$ cat config.mk
export PLATFORM = sky130hd
export DESIGN_NAME = message_packet_segmenter_unit
export DESIGN_NICKNAME = d
export VERILOG_FILES = /design/src/sv/mps_pkg.sv /design/src/sv/mps_cdiv.sv /design/src/sv/mps_ctrl.sv /design/src/sv/mps_out_reg.sv /design/src/sv/message_packet_segmenter_unit.sv
export VERILOG_INCLUDE_DIRS = /design/src /design/src/sv
export SDC_FILE = /design/constraint.sdc
export NUM_CORES = 1
export LEC_CHECK = 0
export BUFFER_PORTS_ARGS = -buffer_cell sky130_fd_sc_hd__buf_2
export CORE_MARGIN = 5
export CORE_UTILIZATION = 40
export DETAILED_ROUTE_END_ITERATION = 16
export PLACE_DENSITY_LB_ADDON = 0.12
export SLEW_MARGIN = 20
export SYNTH_ARGS = -nofsm -noshare
export SYNTH_HDL_FRONTEND = slang
export SYNTH_SLANG_ARGS = --single-unit
$ cat constraint.sdc
create_clock -name clk -period 3.8 [get_ports clk]
set_clock_uncertainty 0.05 [all_clocks]
set_input_delay 0.19 -clock clk [delete_from_list [all_inputs] [get_ports clk]]
set_output_delay 0.19 -clock clk [all_outputs]
set_load 0.05 [all_outputs]
$ cat src/sv/message_packet_segmenter_unit_assert.svh
// Assertion macros for the segmenter RTL.
`ifndef MESSAGE_PACKET_SEGMENTER_UNIT_ASSERT_SVH
`define MESSAGE_PACKET_SEGMENTER_UNIT_ASSERT_SVH

// The consequent must hold in the same cycle as the antecedent.
`define MPSU_ASSERT_SAME(lbl, clk, rst, ante, cons) \
  lbl: assert property (@(posedge clk) disable iff (rst) (ante) |-> (cons)) \
    else $error("segmenter check failed in the same cycle");

// The consequent must hold in the cycle after the antecedent.
`define MPSU_ASSERT_NEXT(lbl, clk, rst, ante, cons) \
  lbl: assert property (@(posedge clk) disable iff (rst) (ante) |=> (cons)) \
    else $error("segmenter check failed one cycle later");

`endif

$ cat src/sv/mps_pkg.sv
package mps_pkg;

  // Default build values.
  localparam int unsigned BYTES_PER_FLIT_DEF   = 64;
  localparam int unsigned FLITS_PER_PACKET_DEF = 16;
  localparam int unsigned PAYLOAD_WIDTH_DEF    = 64;

  // Fixed field widths.
  localparam int unsigned ID_W  = 8;
  localparam int unsigned LEN_W = 16;
  localparam int unsigned CNT_W = 8;

  // Numerator width of the constant dividers: a length plus a rounding term.
  localparam int unsigned NUM_W = LEN_W + 1;

  // Divisors below this bound go to the reciprocal divider, which handles them exactly.
  localparam int unsigned DIV_MAX = 65536;

  // Phase codes.
  localparam logic [1:0] PH_IDLE   = 2'd0;
  localparam logic [1:0] PH_MIDDLE = 2'd1;
  localparam logic [1:0] PH_LAST   = 2'd2;

  typedef struct packed {
    logic [1:0] phase;
    logic       packet_end;
  } ctrl_status_t;

endpackage

$ cat src/sv/mps_cdiv.sv
module mps_cdiv import mps_pkg::*; #(
  parameter int unsigned DIVISOR = 1
) (
  input  logic [NUM_W-1:0] num,
  output logic [NUM_W-1:0] quo
);

  // Exact floor division of an NUM_W-bit value by a constant, done as a
  // multiplication by a rounded-up reciprocal and a shift.
  localparam int unsigned SH_L   = $clog2(DIVISOR);
  localparam int unsigned SHIFT  = NUM_W + SH_L;
  localparam int unsigned MUL_W  = NUM_W + 1;
  localparam int unsigned PROD_W = SHIFT + NUM_W;
  localparam longint unsigned MULT = ((64'd1 << SHIFT) + DIVISOR - 1) / DIVISOR;
  localparam logic [MUL_W-1:0] MULT_C = MUL_W'(MULT);

  logic [PROD_W-1:0] prod;

  assign prod = PROD_W'(num) * PROD_W'(MULT_C);
  assign quo  = prod[SHIFT +: NUM_W];

endmodule

$ cat src/sv/mps_ctrl.sv
module mps_ctrl import mps_pkg::*; #(
  parameter int unsigned BYTES_PER_FLIT   = BYTES_PER_FLIT_DEF,
  parameter int unsigned FLITS_PER_PACKET = FLITS_PER_PACKET_DEF
) (
  input  logic             clk,
  input  logic             rst,
  input  logic             accept,
  input  logic [LEN_W-1:0] message_bytes,
  output ctrl_status_t     status
);

  localparam int unsigned PK_DIV = BYTES_PER_FLIT * FLITS_PER_PACKET;
  localparam logic [CNT_W-1:0] FPP_C  = CNT_W'(FLITS_PER_PACKET);
  localparam logic [LEN_W-1:0] FPP_L  = LEN_W'(FLITS_PER_PACKET);
  localparam logic [NUM_W-1:0] BPF_N  = NUM_W'(BYTES_PER_FLIT);
  localparam logic [NUM_W-1:0] BPF_M1 = NUM_W'(BYTES_PER_FLIT - 1);

  logic [1:0]       phase, phase_next;
  logic [CNT_W-1:0] fip, fip_next;
  logic [CNT_W-1:0] pidx, pidx_next;
  logic [CNT_W-1:0] full, full_next;
  logic [CNT_W-1:0] pk, pk_next;
  logic [LEN_W-1:0] q1, q1_next;
  logic             sat, sat_next;

  logic [NUM_W-1:0] len_ext, q1_raw, pk_raw;
  logic [LEN_W-1:0] q1_start;
  logic [CNT_W-1:0] full_start, pk_start;
  logic             sat_start;
  logic [NUM_W-1:0] fin_wide;
  logic [CNT_W-1:0] fin;
  logic             starting, pkt_end;
  logic [CNT_W-1:0] cur_fip, cur_pidx, cur_full, cur_pk;
  logic             at_end;

  assign len_ext = NUM_W'(message_bytes);

  // Flit count, rounded up.
  mps_cdiv #(.DIVISOR(BYTES_PER_FLIT)) u_div_flits (
    .num(len_ext + BPF_M1),
    .quo(q1_raw)
  );

  // Packet count, rounded up, straight from the byte length.
  if (PK_DIV < DIV_MAX) begin : g_pk_div
    mps_cdiv #(.DIVISOR(PK_DIV)) u_div_pkts (
      .num(len_ext + NUM_W'(PK_DIV - 1)),
      .quo(pk_raw)
    );
  end else begin : g_pk_one
    assign pk_raw = NUM_W'(message_bytes != '0);
  end

  assign q1_start   = (len_ext < BPF_N) ? LEN_W'(1) : q1_raw[LEN_W-1:0];
  assign full_start = (q1_start < FPP_L) ? q1_start[CNT_W-1:0] : FPP_C;
  assign sat_start  = pk_raw > NUM_W'(255);
  assign pk_start   = (message_bytes == '0) ? CNT_W'(1) :
                      (sat_start ? CNT_W'(255) : pk_raw[CNT_W-1:0]);

  // Size of the final packet, from the stored flit and packet counts.
  assign fin_wide = NUM_W'(q1) - NUM_W'((NUM_W'(pk) - NUM_W'(1)) * NUM_W'(FPP_C));
  assign fin      = sat ? FPP_C : fin_wide[CNT_W-1:0];

  assign starting = (phase != PH_MIDDLE) && (phase != PH_LAST);
  assign cur_fip  = starting ? '0 : fip;
  assign cur_pidx = starting ? '0 : pidx;
  assign cur_full = starting ? full_start : full;
  assign cur_pk   = starting ? pk_start : pk;
  assign at_end   = ({1'b0, cur_fip} + 9'd1) == {1'b0, cur_full};

  always_comb begin
    phase_next = phase;
    fip_next   = fip;
    pidx_next  = pidx;
    full_next  = full;
    pk_next    = pk;
    q1_next    = q1;
    sat_next   = sat;
    pkt_end    = 1'b0;
    unique case (phase)
      PH_LAST: begin
        if (({1'b0, fip} + 9'd1) == {1'b0, fin}) begin
          fip_next   = '0;
          pidx_next  = '0;
          phase_next = PH_IDLE;
          pkt_end    = 1'b1;
        end else begin
          fip_next = fip + CNT_W'(1);
        end
      end
      default: begin
        if (starting) begin
          full_next  = full_start;
          pk_next    = pk_start;
          q1_next    = q1_start;
          sat_next   = sat_start;
          phase_next = PH_MIDDLE;
        end
        pidx_next = cur_pidx;
        fip_next  = cur_fip + CNT_W'(1);
        if (cur_pk >= CNT_W'(2)) begin
          if (at_end && (({1'b0, cur_pidx} + 9'd2) == {1'b0, cur_pk})) begin
            fip_next   = '0;
            pidx_next  = '0;
            phase_next = PH_LAST;
            pkt_end    = 1'b1;
          end else if (at_end) begin
            fip_next  = '0;
            pidx_next = cur_pidx + CNT_W'(1);
            pkt_end   = 1'b1;
          end
        end else if (at_end) begin
          fip_next   = '0;
          phase_next = PH_IDLE;
          pkt_end    = 1'b1;
        end
      end
    endcase
  end

  always_ff @(posedge clk) begin
    if (rst) begin
      phase <= PH_IDLE;
      fip   <= '0;
      pidx  <= '0;
      full  <= '0;
      pk    <= '0;
      q1    <= '0;
      sat   <= 1'b0;
    end else if (accept) begin
      phase <= phase_next;
      fip   <= fip_next;
      pidx  <= pidx_next;
      full  <= full_next;
      pk    <= pk_next;
      q1    <= q1_next;
      sat   <= sat_next;
    end
  end

  assign status.phase      = phase;
  assign status.packet_end = pkt_end;

endmodule

$ cat src/sv/mps_out_reg.sv
module mps_out_reg import mps_pkg::*; #(
  parameter int unsigned DATA_W = 96
) (
  input  logic              clk,
  input  logic              rst,
  input  logic              in_valid,
  output logic              in_ready,
  input  logic [DATA_W-1:0] in_data,
  input  logic              in_last,
  output logic              out_valid,
  input  logic              out_ready,
  output logic [DATA_W-1:0] held_data,
  output logic              out_last
);

  // A new item may load when the register is empty or the held one leaves in the same cycle.
  assign in_ready = !out_valid || out_ready;

  always_ff @(posedge clk) begin
    if (rst) begin
      out_valid <= 1'b0;
    end else if (in_ready) begin
      out_valid <= in_valid;
    end
  end

  always_ff @(posedge clk) begin
    if (in_valid && in_ready) begin
      held_data <= in_data;
      out_last  <= in_last;
    end
  end

endmodule

$ cat src/sv/message_packet_segmenter_unit.sv
// Channel  Direction  Ports                                  Contents
// -------  ---------  -------------------------------------  ------------------------------
// input    slave      s_tvalid, s_tready, s_tdata            flits with length field
// output   master     m_tvalid, m_tready, m_tdata, m_tlast   same flits, tlast on packet end
//
// One item is accepted every cycle unless the output stalls; an item appears at the
// output in the cycle after it is accepted, through the single output register.
// Reset is synchronous and active high; it returns the block to idle, so the
// next item accepted is taken as the first flit of a message.
// When the output is stalled the held item stays put and s_tready drops;
// it rises in the same cycle the held item is taken.
module message_packet_segmenter_unit import mps_pkg::*; #(
  parameter int unsigned BYTES_PER_FLIT   = BYTES_PER_FLIT_DEF,
  parameter int unsigned FLITS_PER_PACKET = FLITS_PER_PACKET_DEF,
  parameter int unsigned PAYLOAD_WIDTH    = PAYLOAD_WIDTH_DEF
) (
  input  logic clk,
  input  logic rst,
  input  logic s_tvalid,
  output logic s_tready,
  // payload, source_id, destination, message_bytes; zero padded to bytes
  input  logic [((PAYLOAD_WIDTH+2*ID_W+LEN_W+7)/8)*8-1:0] s_tdata,
  output logic m_tvalid,
  input  logic m_tready,
  // out_payload, out_source_id, out_destination, out_message_bytes; zero padded
  output logic [((PAYLOAD_WIDTH+2*ID_W+LEN_W+7)/8)*8-1:0] m_tdata,
  output logic m_tlast
);

  localparam int unsigned FIELDS_W = PAYLOAD_WIDTH + 2 * ID_W + LEN_W;
  localparam int unsigned TDATA_W  = ((FIELDS_W + 7) / 8) * 8;
  localparam int unsigned LEN_LSB  = PAYLOAD_WIDTH + 2 * ID_W;

  logic               accept;
  logic [TDATA_W-1:0] data_in;
  ctrl_status_t       status;

  assign accept = s_tvalid && s_tready;

  // Fields pass straight through; any padding bits are sent as zero.
  assign data_in = TDATA_W'(s_tdata[FIELDS_W-1:0]);

  // Message and packet counters; decide the end flag for each flit.
  mps_ctrl #(
    .BYTES_PER_FLIT  (BYTES_PER_FLIT),
    .FLITS_PER_PACKET(FLITS_PER_PACKET)
  ) u_ctrl (
    .clk          (clk),
    .rst          (rst),
    .accept       (accept),
    .message_bytes(s_tdata[LEN_LSB +: LEN_W]),
    .status       (status)
  );

  // Result register that decouples the two sides.
  mps_out_reg #(
    .DATA_W(TDATA_W)
  ) u_out_reg (
    .clk      (clk),
    .rst      (rst),
    .in_valid (s_tvalid),
    .in_ready (s_tready),
    .in_data  (data_in),
    .in_last  (status.packet_end),
    .out_valid(m_tvalid),
    .out_ready(m_tready),
    .held_data(m_tdata),
    .out_last (m_tlast)
  );

  `include "message_packet_segmenter_unit_assert.svh"

  // Every accepted item shows up at the output in the cycle after.
  `MPSU_ASSERT_NEXT(a_accept_to_out, clk, rst, accept, m_tvalid)

  // The final flit of the last packet always returns the block to idle.
  `MPSU_ASSERT_NEXT(a_last_to_idle, clk, rst, accept && (status.phase == PH_LAST) && status.packet_end, status.phase == PH_IDLE)

  // A flit that ends nothing outside the last packet leaves the block mid-message.
  `MPSU_ASSERT_NEXT(a_stay_middle, clk, rst, accept && (status.phase != PH_LAST) && !status.packet_end, status.phase == PH_MIDDLE)

endmodule
==> results of run 1 <==
## final cells by class
class,count,area [um^2],area share
flip-flops and latches,140,3770,0.418
multi-input cells,360,2450,0.271
repair buffers,293,1920,0.213
clock buffers,18,429,0.0476
well taps,216,270,0.0300
clock inverters,14,135,0.0150
inverters,12,47.5,0.00527
## cells in the final DEF (no fill, tap or decap), types with 11 or more instances in the layout
master / netlist / routed
sky130_fd_sc_hd__xor2_1: 13 / 13
sky130_fd_sc_hd__edfxtp_1: 97 / 97
sky130_fd_sc_hd__o21ai_0: 20 / 20
sky130_fd_sc_hd__clkbuf_16: 0 / 17
sky130_fd_sc_hd__a211oi_1: 11 / 11
sky130_fd_sc_hd__nor2b_1: 12 / 12
sky130_fd_sc_hd__a21oi_1: 33 / 33
sky130_fd_sc_hd__nand2_1: 31 / 31
sky130_fd_sc_hd__buf_2: 4 / 198
sky130_fd_sc_hd__dfxtp_1: 43 / 43
sky130_fd_sc_hd__nand3_1: 21 / 21
sky130_fd_sc_hd__inv_1: 11 / 11
sky130_fd_sc_hd__xnor2_1: 32 / 32
sky130_fd_sc_hd__nor2_1: 45 / 44
sky130_fd_sc_hd__nor3_1: 15 / 15
sky130_fd_sc_hd__dlygate4sd3_1: 0 / 86
## routing by layer
layer,wire length [um],vias up,track usage,part of all wire
met4,324,0,0.0633,0.018
li1,-,2582,-,-
met2,9180,201,0.352,0.51
met3,1160,22,0.0401,0.064
met5,0,-,0,0
met1,7380,2576,0.234,0.41
## cell usage after synthesis (3+ instances only)
| master | n | share of area |
|---|---|---|
| sky130_fd_sc_hd__nor4_1 | 5 | 0.0049 |
| sky130_fd_sc_hd__a31oi_1 | 8 | 0.0078 |
| sky130_fd_sc_hd__a21boi_0 | 3 | 0.0035 |
| sky130_fd_sc_hd__dfxtp_1 | 43 | 0.13 |
| sky130_fd_sc_hd__ha_1 | 10 | 0.019 |
| sky130_fd_sc_hd__nor3_1 | 15 | 0.012 |
| sky130_fd_sc_hd__buf_2 | 4 | 0.0031 |
| sky130_fd_sc_hd__xnor2_1 | 32 | 0.044 |
| sky130_fd_sc_hd__and3_1 | 5 | 0.0049 |
| sky130_fd_sc_hd__a211oi_1 | 11 | 0.013 |
| sky130_fd_sc_hd__o21ai_0 | 20 | 0.016 |
| sky130_fd_sc_hd__a22oi_1 | 3 | 0.0035 |
| sky130_fd_sc_hd__inv_1 | 11 | 0.0064 |
| sky130_fd_sc_hd__nor3b_1 | 8 | 0.0094 |
| sky130_fd_sc_hd__clkbuf_1 | 19 | 0.011 |
| sky130_fd_sc_hd__nand2b_1 | 3 | 0.0029 |
| sky130_fd_sc_hd__a311oi_1 | 3 | 0.0041 |
| sky130_fd_sc_hd__nand2_1 | 31 | 0.018 |
| sky130_fd_sc_hd__a21o_1 | 4 | 0.0047 |
| sky130_fd_sc_hd__or3_1 | 8 | 0.0078 |
| sky130_fd_sc_hd__nor2_1 | 45 | 0.026 |
| sky130_fd_sc_hd__nand4_1 | 3 | 0.0029 |
| sky130_fd_sc_hd__a21oi_1 | 33 | 0.026 |
| sky130_fd_sc_hd__xor2_1 | 13 | 0.018 |
| sky130_fd_sc_hd__edfxtp_1 | 97 | 0.45 |
| sky130_fd_sc_hd__nand3b_1 | 4 | 0.0047 |
| sky130_fd_sc_hd__clkbuf_8 | 3 | 0.0064 |
| sky130_fd_sc_hd__nor2b_1 | 12 | 0.012 |
| sky130_fd_sc_hd__or4_1 | 6 | 0.0070 |
| sky130_fd_sc_hd__a2bb2oi_1 | 3 | 0.0041 |
| sky130_fd_sc_hd__mux2i_1 | 3 | 0.0047 |
| sky130_fd_sc_hd__nand3_1 | 21 | 0.016 |
## registers in the layout, summed over array words and instances, names as in the netlist
signal               cells
u_ctrl.fip               8
u_ctrl.full              8
u_ctrl.phase             2
u_ctrl.pidx              8
u_ctrl.pk                8
u_ctrl.q1                8
u_out_reg.held_data     96
u_out_reg.out_last       1
u_out_reg.out_valid      1
## repair_timing
| item | CTS | global route |
|---|---|---|
| hold buffers | 86 | 0 |
| resized for setup | 0 | 0 |
| hold endpoints to repair | 86 | 0 |
## stage by stage
stage          instances  power, mW  instance area, um^2  worst slack [ns]
6_report            1053       4.03                 9020             0.315
3_5_place_dp         935       2.42                 7600             0.324
4_1_cts             1053       4.07                 9020             0.308
3_3_place_gp         935       2.41                 7600             0.399
2_1_floorplan        542       2.24                 6420            0.0452
5_1_grt             1053       4.19                 9020            0.0601
## power breakdown
part | switching [mW] | total [mW] | internal, mW
combinational | 0.460 | 0.701 | 0.242
sequential | 0.0344 | 1.76 | 1.72
clock | 0.654 | 1.57 | 0.914
total | 1.15 | 4.03 | 2.88
## cells by family (layout without fill, tap and decap cells)
logic type | Yosys count | count (layout) | synth area share
AO/OA/AOI/OAI | 120 | 120 | 0.133
flip-flops | 140 | 140 | 0.588
multiplexers | 3 | 3 | 0.00468
AND/OR/NAND/NOR | 178 | 178 | 0.148
adder cells (fa/ha/maj) | 11 | 11 | 0.0226
buffers and inverters | 42 | 337 | 0.0318
XOR/XNOR | 48 | 48 | 0.0725
## how the worst max path moves through the flow
stage                          startpoint              to  cells after the start  slack, ns
after floorplan           u_ctrl.phase[0]  u_ctrl.pidx[5]                     16       0.05
after global placement    u_ctrl.phase[0]  u_ctrl.pidx[5]                     12       0.40
after detailed placement  u_ctrl.phase[0]  u_ctrl.pidx[6]                     12       0.32
after CTS                 u_ctrl.phase[0]  u_ctrl.pidx[5]                     12       0.31
after global routing      u_ctrl.phase[0]  u_ctrl.pidx[6]                     12       0.06
final                     u_ctrl.phase[0]  u_ctrl.pidx[5]                     12       0.32
==> impl_summary.log, run 1 <==
INFO  metric wirelength = 18100 um
INFO  metric final_max_slew_viol_count = 0
INFO  metric post-cts-setup-buffers = 0
INFO  metric rsz0062_at_grt = no
INFO  metric gpl_congestion = 0.810
INFO  metric detail_route.first_pass.iterations = 5
INFO  metric syn-instance-count = 542
INFO  metric achievable-frequency = 287 MHz
INFO  metric dieWidth = 137 um
INFO  metric hold_depth = 1
INFO  metric io-pin-count = 199
INFO  metric total_vias_in_the_final_route = 5381
INFO  metric fin_worst_hold_slack = 0.0255 ns
INFO  metric routed_via_density = 5.11
INFO  metric timing.critical_path.arrival = 3.74 ns
INFO  metric die-height = 137 um
INFO  metric cell_chain_of_the_critical_path = inv_1 -> ha_1 -> nor2_1 -> ha_1 -> nand3_1 -> or4_1 -> a31oi_1 -> nand3_1 -> or4_1 -> a21oi_1 -> o21ai_1 -> a22o_1
INFO  metric route.detailed.drc = 0
INFO  metric filler_cell_count = 1340
INFO  metric synth-main-ff-cell = sky130_fd_sc_hd__edfxtp_1
INFO  metric core_region_area = 15800 um^2
INFO  metric fraction_of_final_layout_cells_sized_beyond_drive_strength_1 = 0.307
INFO  metric rr_startpoint = u_ctrl.phase[0]
INFO  metric hold-path-endpoint = u_out_reg.held_data[81]
INFO  metric power.ir.vdd_worst = 0.294 mV
INFO  metric vias_in_the_first_global_route = 5398
INFO  metric portBuffers = 198
INFO  metric power_density = 446 nW/um^2
INFO  metric final_min_period_over_clock_period = 0.917
INFO  metric critical_path_buf_inv_count = 1
INFO  metric grt_pass1_wl = 28500 um
INFO  metric reg2reg_to = u_ctrl.pidx[5]
INFO  metric clk_path_buf_depth = 2
INFO  metric clk_pin_slew_worst_setup_hold_paths = 0.06 ns
INFO  metric globalRouteOverflowTotal = 0
INFO  metric fin_crit = 3.48 ns
INFO  metric numClockSinks = 140
INFO  metric slew_headroom = 0.384
INFO  metric maximum_fanout_count_along_the_critical_path = 8
INFO  metric syn_nets = 653
INFO  metric slowest_stage = sky130_fd_sc_hd__or4_1
INFO  metric clkLatencyLatePin = 0.41 ns
INFO  metric hp-class = primary input to register
INFO  metric cts_buffers = 17
INFO  metric setup_viol = 0
INFO  metric synth_area_per_cell = 11.8 um^2
INFO  metric critical_path_startpoint_category = register
INFO  metric antenna_cells = 0
INFO  metric dp_wirelength = 12600 um
INFO  metric postSynth.asyncResetShare = 0
INFO  metric num_rows = 46
INFO  metric cp_top_family = simple AND/OR/NAND/NOR gates
INFO  metric fin_nets = 935
INFO  metric grtUsageTotal = 0.196
INFO  metric worst_slew_pin_slew = 0.923 ns
INFO  metric slowest_delay = 0.70 ns
INFO  metric area_delta_synth_final = 40.5%
INFO  metric drt.antenna.violating_nets = 0
INFO  metric hold_start = s_tdata[81]
INFO  metric status = finished, final reports clean
INFO  metric grt_start_max_net_pins = 64
INFO  metric standby_leakage_power = 3.59 nW
INFO  metric wl_per_cell = 17.1 um
INFO  metric synth_seq_cells = 140
INFO  metric netlist_area = 6420 um^2
INFO  metric max-cap-violations = 0
INFO  metric synth_enable_flop_cells = 97
INFO  metric cts.root.buffer_cell = sky130_fd_sc_hd__clkbuf_16
INFO  metric r2r.worst_path.cells = 12
INFO  metric die_area = 18700 um^2
INFO  metric finish.utilization = 0.570
INFO  metric synth.distinct_cells = 76
INFO  metric rrSetupSlack = 0.32 ns
INFO  metric critPathRequiredTime = 4.05 ns
INFO  metric htreeDepth = 4
INFO  metric final-hold-violation-count = 0
INFO  metric critPathKind = register to register
INFO  metric synth.yosys.seq_area_share = 0.588
INFO  metric tritoncts = yes
INFO  metric synth-warning-count = 0
INFO  metric antenna_found_initial = 0
INFO  metric final.setup.tns = 0 ns
INFO  metric timing.critical_path.to_type = register
INFO  metric effective_utilization_at_floorplan = 0.406
INFO  metric drt_iter0_markers = 345
Note: power is estimated with default switching activity, not from simulation.
==> run 2: changes to the inputs <==
Settings changed: ABC_AREA set to 1.
==> run 2 against run 1 <==
Compared with the run above:
- routed wire length is 1.4% lower
- global-route usage is 0.99 points lower
- area after synthesis is 1.7% higher
- synthesized cell count grew 25%
- non-clock buffer count rose by 9
- clock power up 7%
- register-to-register slack improved by 0.32 ns
- via count is 6.0% higher
- first-iteration DRC count fell by 14%
- critical path type unchanged
==> impl_summary.log, run 2 <==
INFO  metric fin_crit = 3.17 ns (-0.317 ns)
INFO  metric fraction_of_final_layout_cells_sized_beyond_drive_strength_1 = 0.284 (-0.0228)
INFO  metric area_delta_synth_final = 43.0%
INFO  metric wirelength = 17800 um (-1.4%)
INFO  metric drt.antenna.violating_nets = 0 (unchanged)
INFO  metric antenna_found_initial = 0 (unchanged)
INFO  metric post_synth_fa_ha_maj_area_fraction = 0.0222 (-0.000377)
INFO  metric hp-class = primary input to register
INFO  metric core_region_area = 15900 um^2 (+0.73%)
INFO  metric most_common_library_cells_after_synthesis = sky130_fd_sc_hd__nand2_1 (161), sky130_fd_sc_hd__edfxtp_1 (97), sky130_fd_sc_hd__inv_1 (68), sky130_fd_sc_hd__nor2_1 (56), sky130_fd_sc_hd__dfxtp_1 (43)
INFO  metric clk_pin_slew_worst_setup_hold_paths = 0.07 ns (about the same)
INFO  metric wl_per_cell = 14.7 um (-14%)
INFO  metric largest_register = u_out_reg.held_data
INFO  metric globalRouteOverflowTotal = 0 (unchanged)
INFO  metric total_vias_in_the_final_route = 5703 (+6.0%)
INFO  metric num_rows = 46 (unchanged)
INFO  metric synth-xor-area-share = 0.0469 (-0.0255)
INFO  metric met2_length = 8490 um (-7.5%)
INFO  metric netlist_area = 6530 um^2 (+1.7%)
INFO  metric die-height = 138 um (+0.78%)
INFO  metric worstSetupStartpoint = u_ctrl.phase[0]
INFO  metric post-cts-setup-buffers = 0 (unchanged)
INFO  metric routed_via_density = 4.72 (-7.6%)
INFO  metric critical_path_startpoint_category = register
INFO  metric timing.critical_path.to_type = register
INFO  metric dp_wirelength = 12800 um (+1.8%)
INFO  metric vias_in_the_first_global_route = 5608 (+3.9%)
INFO  metric postSynth.asyncResetShare = 0 (unchanged)
INFO  metric setup_viol = 0 (unchanged)
INFO  metric synthDominantCellAreaShare = 0.446 (-0.00756)
INFO  metric status = finished, final reports clean
INFO  metric wl_met3 = 1300 um (+12%)
INFO  metric effective_utilization_at_floorplan = 0.410 (+0.00390)
INFO  metric sw_frac_of_total = 0.290 (+0.00434)
INFO  metric final.setup.tns = 0 ns (unchanged)
INFO  metric largest_reg_flops = 96 (unchanged)
INFO  metric clockPowerShare = 0.404 (+0.015)
INFO  metric final_max_slew_viol_count = 0 (unchanged)
INFO  metric numClockSinks = 140 (unchanged)
INFO  metric clkLatencyLatePin = 0.41 ns (about the same)
INFO  metric cts_buffers = 17 (unchanged)
INFO  metric slew_headroom = 0.596 (+0.212)
INFO  metric mostFrequentLayoutCells = sky130_fd_sc_hd__buf_2 (198), sky130_fd_sc_hd__nand2_1 (161), sky130_fd_sc_hd__edfxtp_1 (97)
INFO  metric slowest_delay = 0.48 ns (-0.22 ns)
INFO  metric grt_pass1_wl = 27700 um (-2.8%)
INFO  metric gpl_congestion = 0.882 (+8.9%)
INFO  metric fin_nets = 1090 (+17%)
INFO  metric max-cap-violations = 0 (unchanged)
INFO  metric post-place-cells = 1080 (+16%)
INFO  metric synth-main-ff-cell = sky130_fd_sc_hd__edfxtp_1
INFO  metric grtUsageTotal = 0.186 (-0.00995)
INFO  metric io-pin-count = 199 (unchanged)
INFO  metric synth_most_common_cell = sky130_fd_sc_hd__nand2_1
INFO  metric synth.yosys.seq_area_share = 0.578 (-0.00979)
INFO  metric final_min_period_over_clock_period = 0.834 (-0.0833)
INFO  metric number_of_cells_in_the_finished_layout_apart_from_fillers = 1208 (+15%)
INFO  metric rr_startpoint = u_ctrl.phase[0]
INFO  metric route.detailed.drc = 0 (unchanged)
INFO  metric synth_top_family_by_area = simple AND/OR/NAND/NOR gates
INFO  metric portBuffers = 198 (unchanged)
INFO  metric post_cts_repair_resize_count = 0 (unchanged)
INFO  metric final-hold-violation-count = 0 (unchanged)
INFO  metric critPathKind = register to register
INFO  metric wirelength_met1 = 7640 um (+3.5%)
INFO  metric detail_route.first_pass.iterations = 5 (unchanged)
INFO  metric critical_path_buf_inv_count = 4 (+3)
INFO  metric most_common_cell_after_layout_fill_and_taps_aside = sky130_fd_sc_hd__buf_2
INFO  metric cp_top_family = simple AND/OR/NAND/NOR gates
INFO  metric finish.utilization = 0.586 (+0.0157)
INFO  metric die_area = 19000 um^2 (+1.6%)
INFO  metric post_synth_and_or_nand_nor_area_fraction = 0.223 (+0.0751)
INFO  metric cell_internal_pwr = 2.95 mW (+2.7%)
INFO  metric area.sequential = 3770 um^2 (unchanged)
INFO  metric clk_path_buf_depth = 2 (unchanged)
INFO  metric filler_cell_count = 1331 (-0.67%)
INFO  metric synth-warning-count = 0 (unchanged)
INFO  metric synth_compound_area_frac = 0.0761 (-0.0572)
INFO  metric drt_iter0_markers = 296 (-14%)
INFO  metric grt_start_max_net_pins = 46 (-28%)
INFO  metric worst_slew_pin_slew = 0.605 ns (-0.319 ns)
INFO  metric sequentialPowerShare = 0.424 (-0.012)
INFO  metric top_layer = met4
INFO  metric totalPowerFinal = 4.16 mW (+3.3%)
INFO  metric fin_worst_hold_slack = 0.0325 ns (+0.00707 ns)
INFO  metric multiInputGateArea = 2400 um^2 (-1.8%)
INFO  metric post-synth-top-area-cell = sky130_fd_sc_hd__edfxtp_1
INFO  metric antenna_cells = 0 (unchanged)
INFO  metric syn_nets = 787 (+21%)
INFO  metric power.ir.vdd_worst = 0.277 mV (-6.0%)
INFO  metric synth_seq_cells = 140 (unchanged)
INFO  metric power_density = 445 nW/um^2 (-0.21%)
INFO  metric cell_chain_of_the_critical_path = inv_1 -> ha_1 -> inv_2 -> nand2_1 -> inv_1 -> ha_1 -> inv_1 -> nor2_1 -> xor2_1 -> nor2_1 -> a21oi_1 -> nand2_1 -> nor2_1 -> nand3_1 -> nor2_1 -> nand3_2 -> nand3_1 -> nand2_1 -> nand2_1 -> a21oi_2
INFO  metric achievable-frequency = 316 MHz (+10%)
INFO  metric syn-instance-count = 676 (+25%)
INFO  metric maximum_fanout_count_along_the_critical_path = 14 (+6)
INFO  metric htreeDepth = 4 (unchanged)
INFO  metric slowest_stage = sky130_fd_sc_hd__ha_1
INFO  metric synth_area_per_cell = 9.66 um^2 (-18%)
INFO  metric dieWidth = 138 um (+0.78%)
INFO  metric standby_leakage_power = 4.08 nW (+14%)
INFO  metric synth_enable_flop_cells = 97 (unchanged)
INFO  metric rsz0062_at_grt = no
INFO  metric critPathRequiredTime = 4.03 ns (-0.02 ns)
INFO  metric synth.top_cells.by_area = sky130_fd_sc_hd__edfxtp_1 (45%), sky130_fd_sc_hd__dfxtp_1 (13%), sky130_fd_sc_hd__nand2_1 (9.3%)
INFO  metric power.combinational.fraction = 0.172 (-0.002)
INFO  metric switching_power = 1.20 mW (+4.9%)
INFO  metric synth.distinct_cells = 39 (-49%)
INFO  metric tritoncts = yes
INFO  metric timing.critical_path.arrival = 3.40 ns (-0.34 ns)
INFO  metric cts.root.buffer_cell = sky130_fd_sc_hd__clkbuf_16
INFO  metric hold_start = m_tready
INFO  metric synthMuxAreaShare = 0 (-0.00468)
==> run 2: changes by cell type in the layout (fill, tap and decap cells not counted), sizes merged, moves of 11 or more <==
cell | before | now
nand2 | 32 | 172
inv | 17 | 80
nand3 | 22 | 47
xnor2 | 32 | 9
nor2 | 45 | 64
xor2 | 13 | 26
nor2b | 12 | 0
nand4 | 3 | 14
==> run 2: logic make-up after synthesis <==
family                   Yosys count
adder cells (fa/ha/maj)           11
AND/OR/NAND/NOR                  311
XOR/XNOR                          35
buffers and inverters             91
AO/OA/AOI/OAI                     88
flip-flops                       140
==> run 2: metrics by stage <==
step / area [um^2] / setup WS (ns)
floorplan: 6530 / 0.628
global placement: 7770 / 0.654
detailed placement: 7770 / 0.625
CTS: 9340 / 0.590
global route: 9340 / 0.204
finish: 9340 / 0.632
==> run 2: what timing repair did <==
action | in CTS | in global routing
setup endpoints to repair | 0 | 0
endpoints found under the hold margin | 96 | 0
hold buffers | 96 | 0
==> run 2: routing by layer <==
metal | track usage | vias to the layer above
li1 | - | 2880
met1 | 0.233 | 2594
met2 | 0.319 | 200
met3 | 0.0380 | 29
met4 | 0.0664 | 0
met5 | 0 | -
==> run 2: tightest hold or removal path, stage by stage <==
cell	delay, ns
sky130_fd_sc_hd__buf_2	0.07
sky130_fd_sc_hd__inv_1	0.03
sky130_fd_sc_hd__nand2_1	0.08
sky130_fd_sc_hd__a21oi_1	0.07
==> run 2: final timing paths <==
check	slack [ns]	cells after the start	endpoint
worst max register to register	0.63	20	u_ctrl.pidx[3]
worst max-delay path	0.63	20	u_ctrl.pidx[3]
worst min-delay path	0.03	4	u_out_reg.out_valid
worst min register to register	0.40	2	u_ctrl.full[6]
==> run 2: cell type report <==
cell class / count / share of cell area
Clock buffer: 17 / 0.0456
Tap cell: 216 / 0.0289
Timing Repair Buffer: 302 / 0.215
Clock inverter: 15 / 0.0190
Inverter: 73 / 0.0296
Sequential cell: 140 / 0.404
Multi-Input combinational cell: 445 / 0.257
==> run 2: power by group through the flow <==
| stage | Combinational, mW | Clock, mW | Sequential (mW) |
|---|---|---|---|
| 2_1_floorplan | 0.235 | 0 | 2.01 |
| 3_5_place_dp | 0.641 | 0 | 1.80 |
| 5_1_grt | 0.774 | 1.79 | 1.77 |
| 4_1_cts | 0.721 | 1.72 | 1.76 |
| 3_3_place_gp | 0.636 | 0 | 1.79 |
| 6_report | 0.717 | 1.68 | 1.76 |
==> run 3: changes to the inputs <==
Clock period 3.8 ns to 2.7 ns, I/O delays scaled along.
==> run 3 against run 2 <==
Compared with the run above:
- die area stayed put
- critical path depth is 2 lower
- via count is 3.1% higher
- largest power group is now clock
- final cell count is 3.0% higher
- setup slack worse by 0.57 ns
- register-to-register slack worse by 0.57 ns
- first-iteration DRC count is 4.4% lower
- global-route usage hardly changed
==> impl_summary.log, run 3 (synthesis gave the netlist of run 2 again) <==
INFO  metric timing.critical_path.arrival = 2.94 ns (-0.46 ns)
INFO  metric gpl_congestion = 0.890 (+0.87%)
INFO  metric clk_path_buf_depth = 2 (unchanged)
INFO  metric cell_chain_of_the_critical_path = inv_2 -> ha_4 -> buf_12 -> nor2_4 -> ha_4 -> nand4_1 -> inv_2 -> buf_4 -> a21oi_1 -> nand3b_1 -> nand3_2 -> nor2_4 -> nand3_4 -> nand2_1 -> nand3_1 -> nand2_1 -> nand2_1 -> a21oi_2
INFO  metric grt_start_max_net_pins = 69 (+50%)
INFO  metric reg2reg_to = u_ctrl.pidx[5]
INFO  metric met2_length = 8920 um (+5.0%)
INFO  metric most_common_cell_after_layout_fill_and_taps_aside = sky130_fd_sc_hd__buf_2
INFO  metric antenna_cells = 0 (unchanged)
INFO  metric status = finished, final reports clean
INFO  metric critPathKind = register to register
INFO  metric rsz0062_at_grt = yes
INFO  metric slowest_stage = sky130_fd_sc_hd__dfxtp_2
INFO  metric r2r.worst_path.cells = 18 (-10%)
INFO  metric dp_wirelength = 12900 um (+0.82%)
INFO  metric totalPowerFinal = 6.12 mW (+47%)
INFO  metric cts_buffers = 17 (unchanged)
INFO  metric final-hold-violation-count = 0 (unchanged)
INFO  metric route.detailed.drc = 0 (unchanged)
INFO  metric slowest_delay = 0.33 ns (-0.15 ns)
INFO  metric grt_pass1_wl = 27700 um (+0.22%)
INFO  metric effective_utilization_at_floorplan = 0.410 (unchanged)
INFO  metric fraction_of_final_layout_cells_sized_beyond_drive_strength_1 = 0.338 (+0.0533)
INFO  metric wirelength_met1 = 7540 um (-1.4%)
INFO  metric clkLatencyLatePin = 0.42 ns (about the same)
INFO  metric numClockSinks = 140 (unchanged)
INFO  metric drt.antenna.violating_nets = 0 (unchanged)
INFO  metric wl_met3 = 1440 um (+11%)
INFO  metric core_region_area = 15900 um^2 (unchanged)
INFO  metric grtUsageTotal = 0.186 (+0.000247)
INFO  metric total_vias_in_the_final_route = 5877 (+3.1%)
INFO  metric max-cap-violations = 0 (unchanged)
INFO  metric fin_crit = 2.64 ns (-0.533 ns)
INFO  metric antenna_found_initial = 0 (unchanged)
INFO  metric timing.critical_path.to_type = register
INFO  metric drt_iter0_markers = 283 (-4.4%)
INFO  metric clk_pin_slew_worst_setup_hold_paths = 0.06 ns (about the same)
INFO  metric die-height = 138 um (unchanged)
INFO  metric critical_path_startpoint_category = register
INFO  metric mostFrequentLayoutCells = sky130_fd_sc_hd__buf_2 (198), sky130_fd_sc_hd__nand2_1 (156), sky130_fd_sc_hd__dlygate4sd3_1 (97), sky130_fd_sc_hd__edfxtp_1 (97), sky130_fd_sc_hd__inv_1 (64)
INFO  metric power_density = 620 nW/um^2 (+39%)
INFO  metric tritoncts = yes
INFO  metric rrSetupSlack = 0.06 ns (-0.57 ns)
INFO  metric fin_worst_hold_slack = 0.0963 ns (+0.0637 ns)
INFO  metric routed_via_density = 4.72 (about the same)
INFO  metric vias_in_the_first_global_route = 5680 (+1.3%)
INFO  metric largest_register = u_out_reg.held_data
INFO  metric area_delta_synth_final = 51.0%
INFO  metric detail_route.first_pass.iterations = 5 (unchanged)
INFO  metric rr_startpoint = u_ctrl.phase[0]
INFO  metric maximum_fanout_count_along_the_critical_path = 7 (-7)
INFO  metric num_rows = 46 (unchanged)
INFO  metric largest_reg_flops = 96 (unchanged)
INFO  metric portBuffers = 198 (unchanged)
INFO  metric wl_per_cell = 14.6 um (-0.63%)
INFO  metric htreeDepth = 4 (unchanged)
INFO  metric power.ir.vdd_worst = 0.418 mV (+51%)
INFO  metric post-place-cells = 1112 (+3.0%)
INFO  metric final_max_slew_viol_count = 0 (unchanged)
INFO  metric wirelength = 18200 um (+2.3%)
INFO  metric cts.root.buffer_cell = sky130_fd_sc_hd__clkbuf_16
INFO  metric fin_nets = 1126 (+3.3%)
INFO  metric achievable-frequency = 379 MHz (+20%)
INFO  metric setup_viol = 0 (unchanged)
INFO  metric io-pin-count = 199 (unchanged)
INFO  metric critPathRequiredTime = 3.00 ns (-1.03 ns)
INFO  metric hold_start = s_tvalid
INFO  metric hp-class = primary input to register
INFO  metric finish.utilization = 0.619 (+0.0327)
INFO  metric final_min_period_over_clock_period = 0.976 (+0.142)
INFO  metric worst_slew_pin_slew = 0.693 ns (+0.0885 ns)
INFO  metric hold_depth = 3 (-1)
INFO  metric slew_headroom = 0.537 (-0.0591)
INFO  metric path_common_cell = sky130_fd_sc_hd__nand2_1
INFO  metric die_area = 19000 um^2 (unchanged)
INFO  metric number_of_cells_in_the_finished_layout_apart_from_fillers = 1244 (+3.0%)
INFO  metric hold-path-endpoint = u_out_reg.out_valid
INFO  metric dieWidth = 138 um (unchanged)
INFO  metric globalRouteOverflowTotal = 0 (unchanged)
INFO  metric top_layer = met4
INFO  metric standby_leakage_power = 4.32 nW (+5.8%)
-- run 3: what timing repair did --
action | 4_1_cts | 5_1_grt
setup buffers | 1 | 2
endpoints found under the setup margin | 17 | 19
resized for setup | 8 | 35
pin swaps | 8 | 14
gates cloned | 0 | 0
endpoints found under the hold margin | 97 | 0
hold buffers | 97 | 0
-- run 3: stage by stage --
step / setup WS, ns / instance area, um^2 / TNS, ns
6_report: 0.0648 / 9860 / 0
4_1_cts: 0.000365 / 9710 / 0
5_1_grt: -0.148 / 9860 / -1.77
2_1_floorplan: 0.0321 / 6570 / 0
3_3_place_gp: -0.0269 / 8070 / -0.0579
3_5_place_dp: -0.0542 / 8070 / -0.405
-- run 3: metal layers --
layer	vias up	GRT usage
met5	-	0
met4	0	0.0609
met3	25	0.0420
met2	198	0.326
met1	2694	0.227
li1	2960	-
-- run 3: report_power, final --
group          internal [mW]  switching (mW)  leakage, nW
clock                   1.59           0.966        0.316
sequential              2.43          0.0464         1.29
combinational          0.377           0.712         2.71
-- run 3: how the worst max path moves through the flow --
| stage | start | to |
|---|---|---|
| after CTS | u_ctrl.phase[0] | u_ctrl.pidx[4] |
| after global routing | u_ctrl.phase[1] | u_ctrl.pidx[0] |
| after floorplan | u_ctrl.phase[0] | u_ctrl.pidx[6] |
| final | u_ctrl.phase[0] | u_ctrl.pidx[5] |
| after detailed placement | u_ctrl.phase[0] | u_ctrl.pidx[4] |
| after global placement | u_ctrl.phase[0] | u_ctrl.pidx[0] |
-- run 3: layout make-up --
type | instances | area [um^2]
clock buffer | 17 | 425
clock inverter | 15 | 223
fill | 1322 | 6080
inverter | 73 | 279
multi-input combinational | 445 | 2570
sequential | 140 | 3780
tap | 216 | 270
timing repair buffer | 338 | 2310
-- run 3: critical path: cells and delay by family, from the launching register on --
kind | cells | cell delay [ns]
and+or+nand+nor | 10 | 1.11
adders and majority gates | 2 | 0.45
DFF | 1 | 0.33
buffers and inverters | 4 | 0.36
AOI/OAI and AO/OA | 2 | 0.28
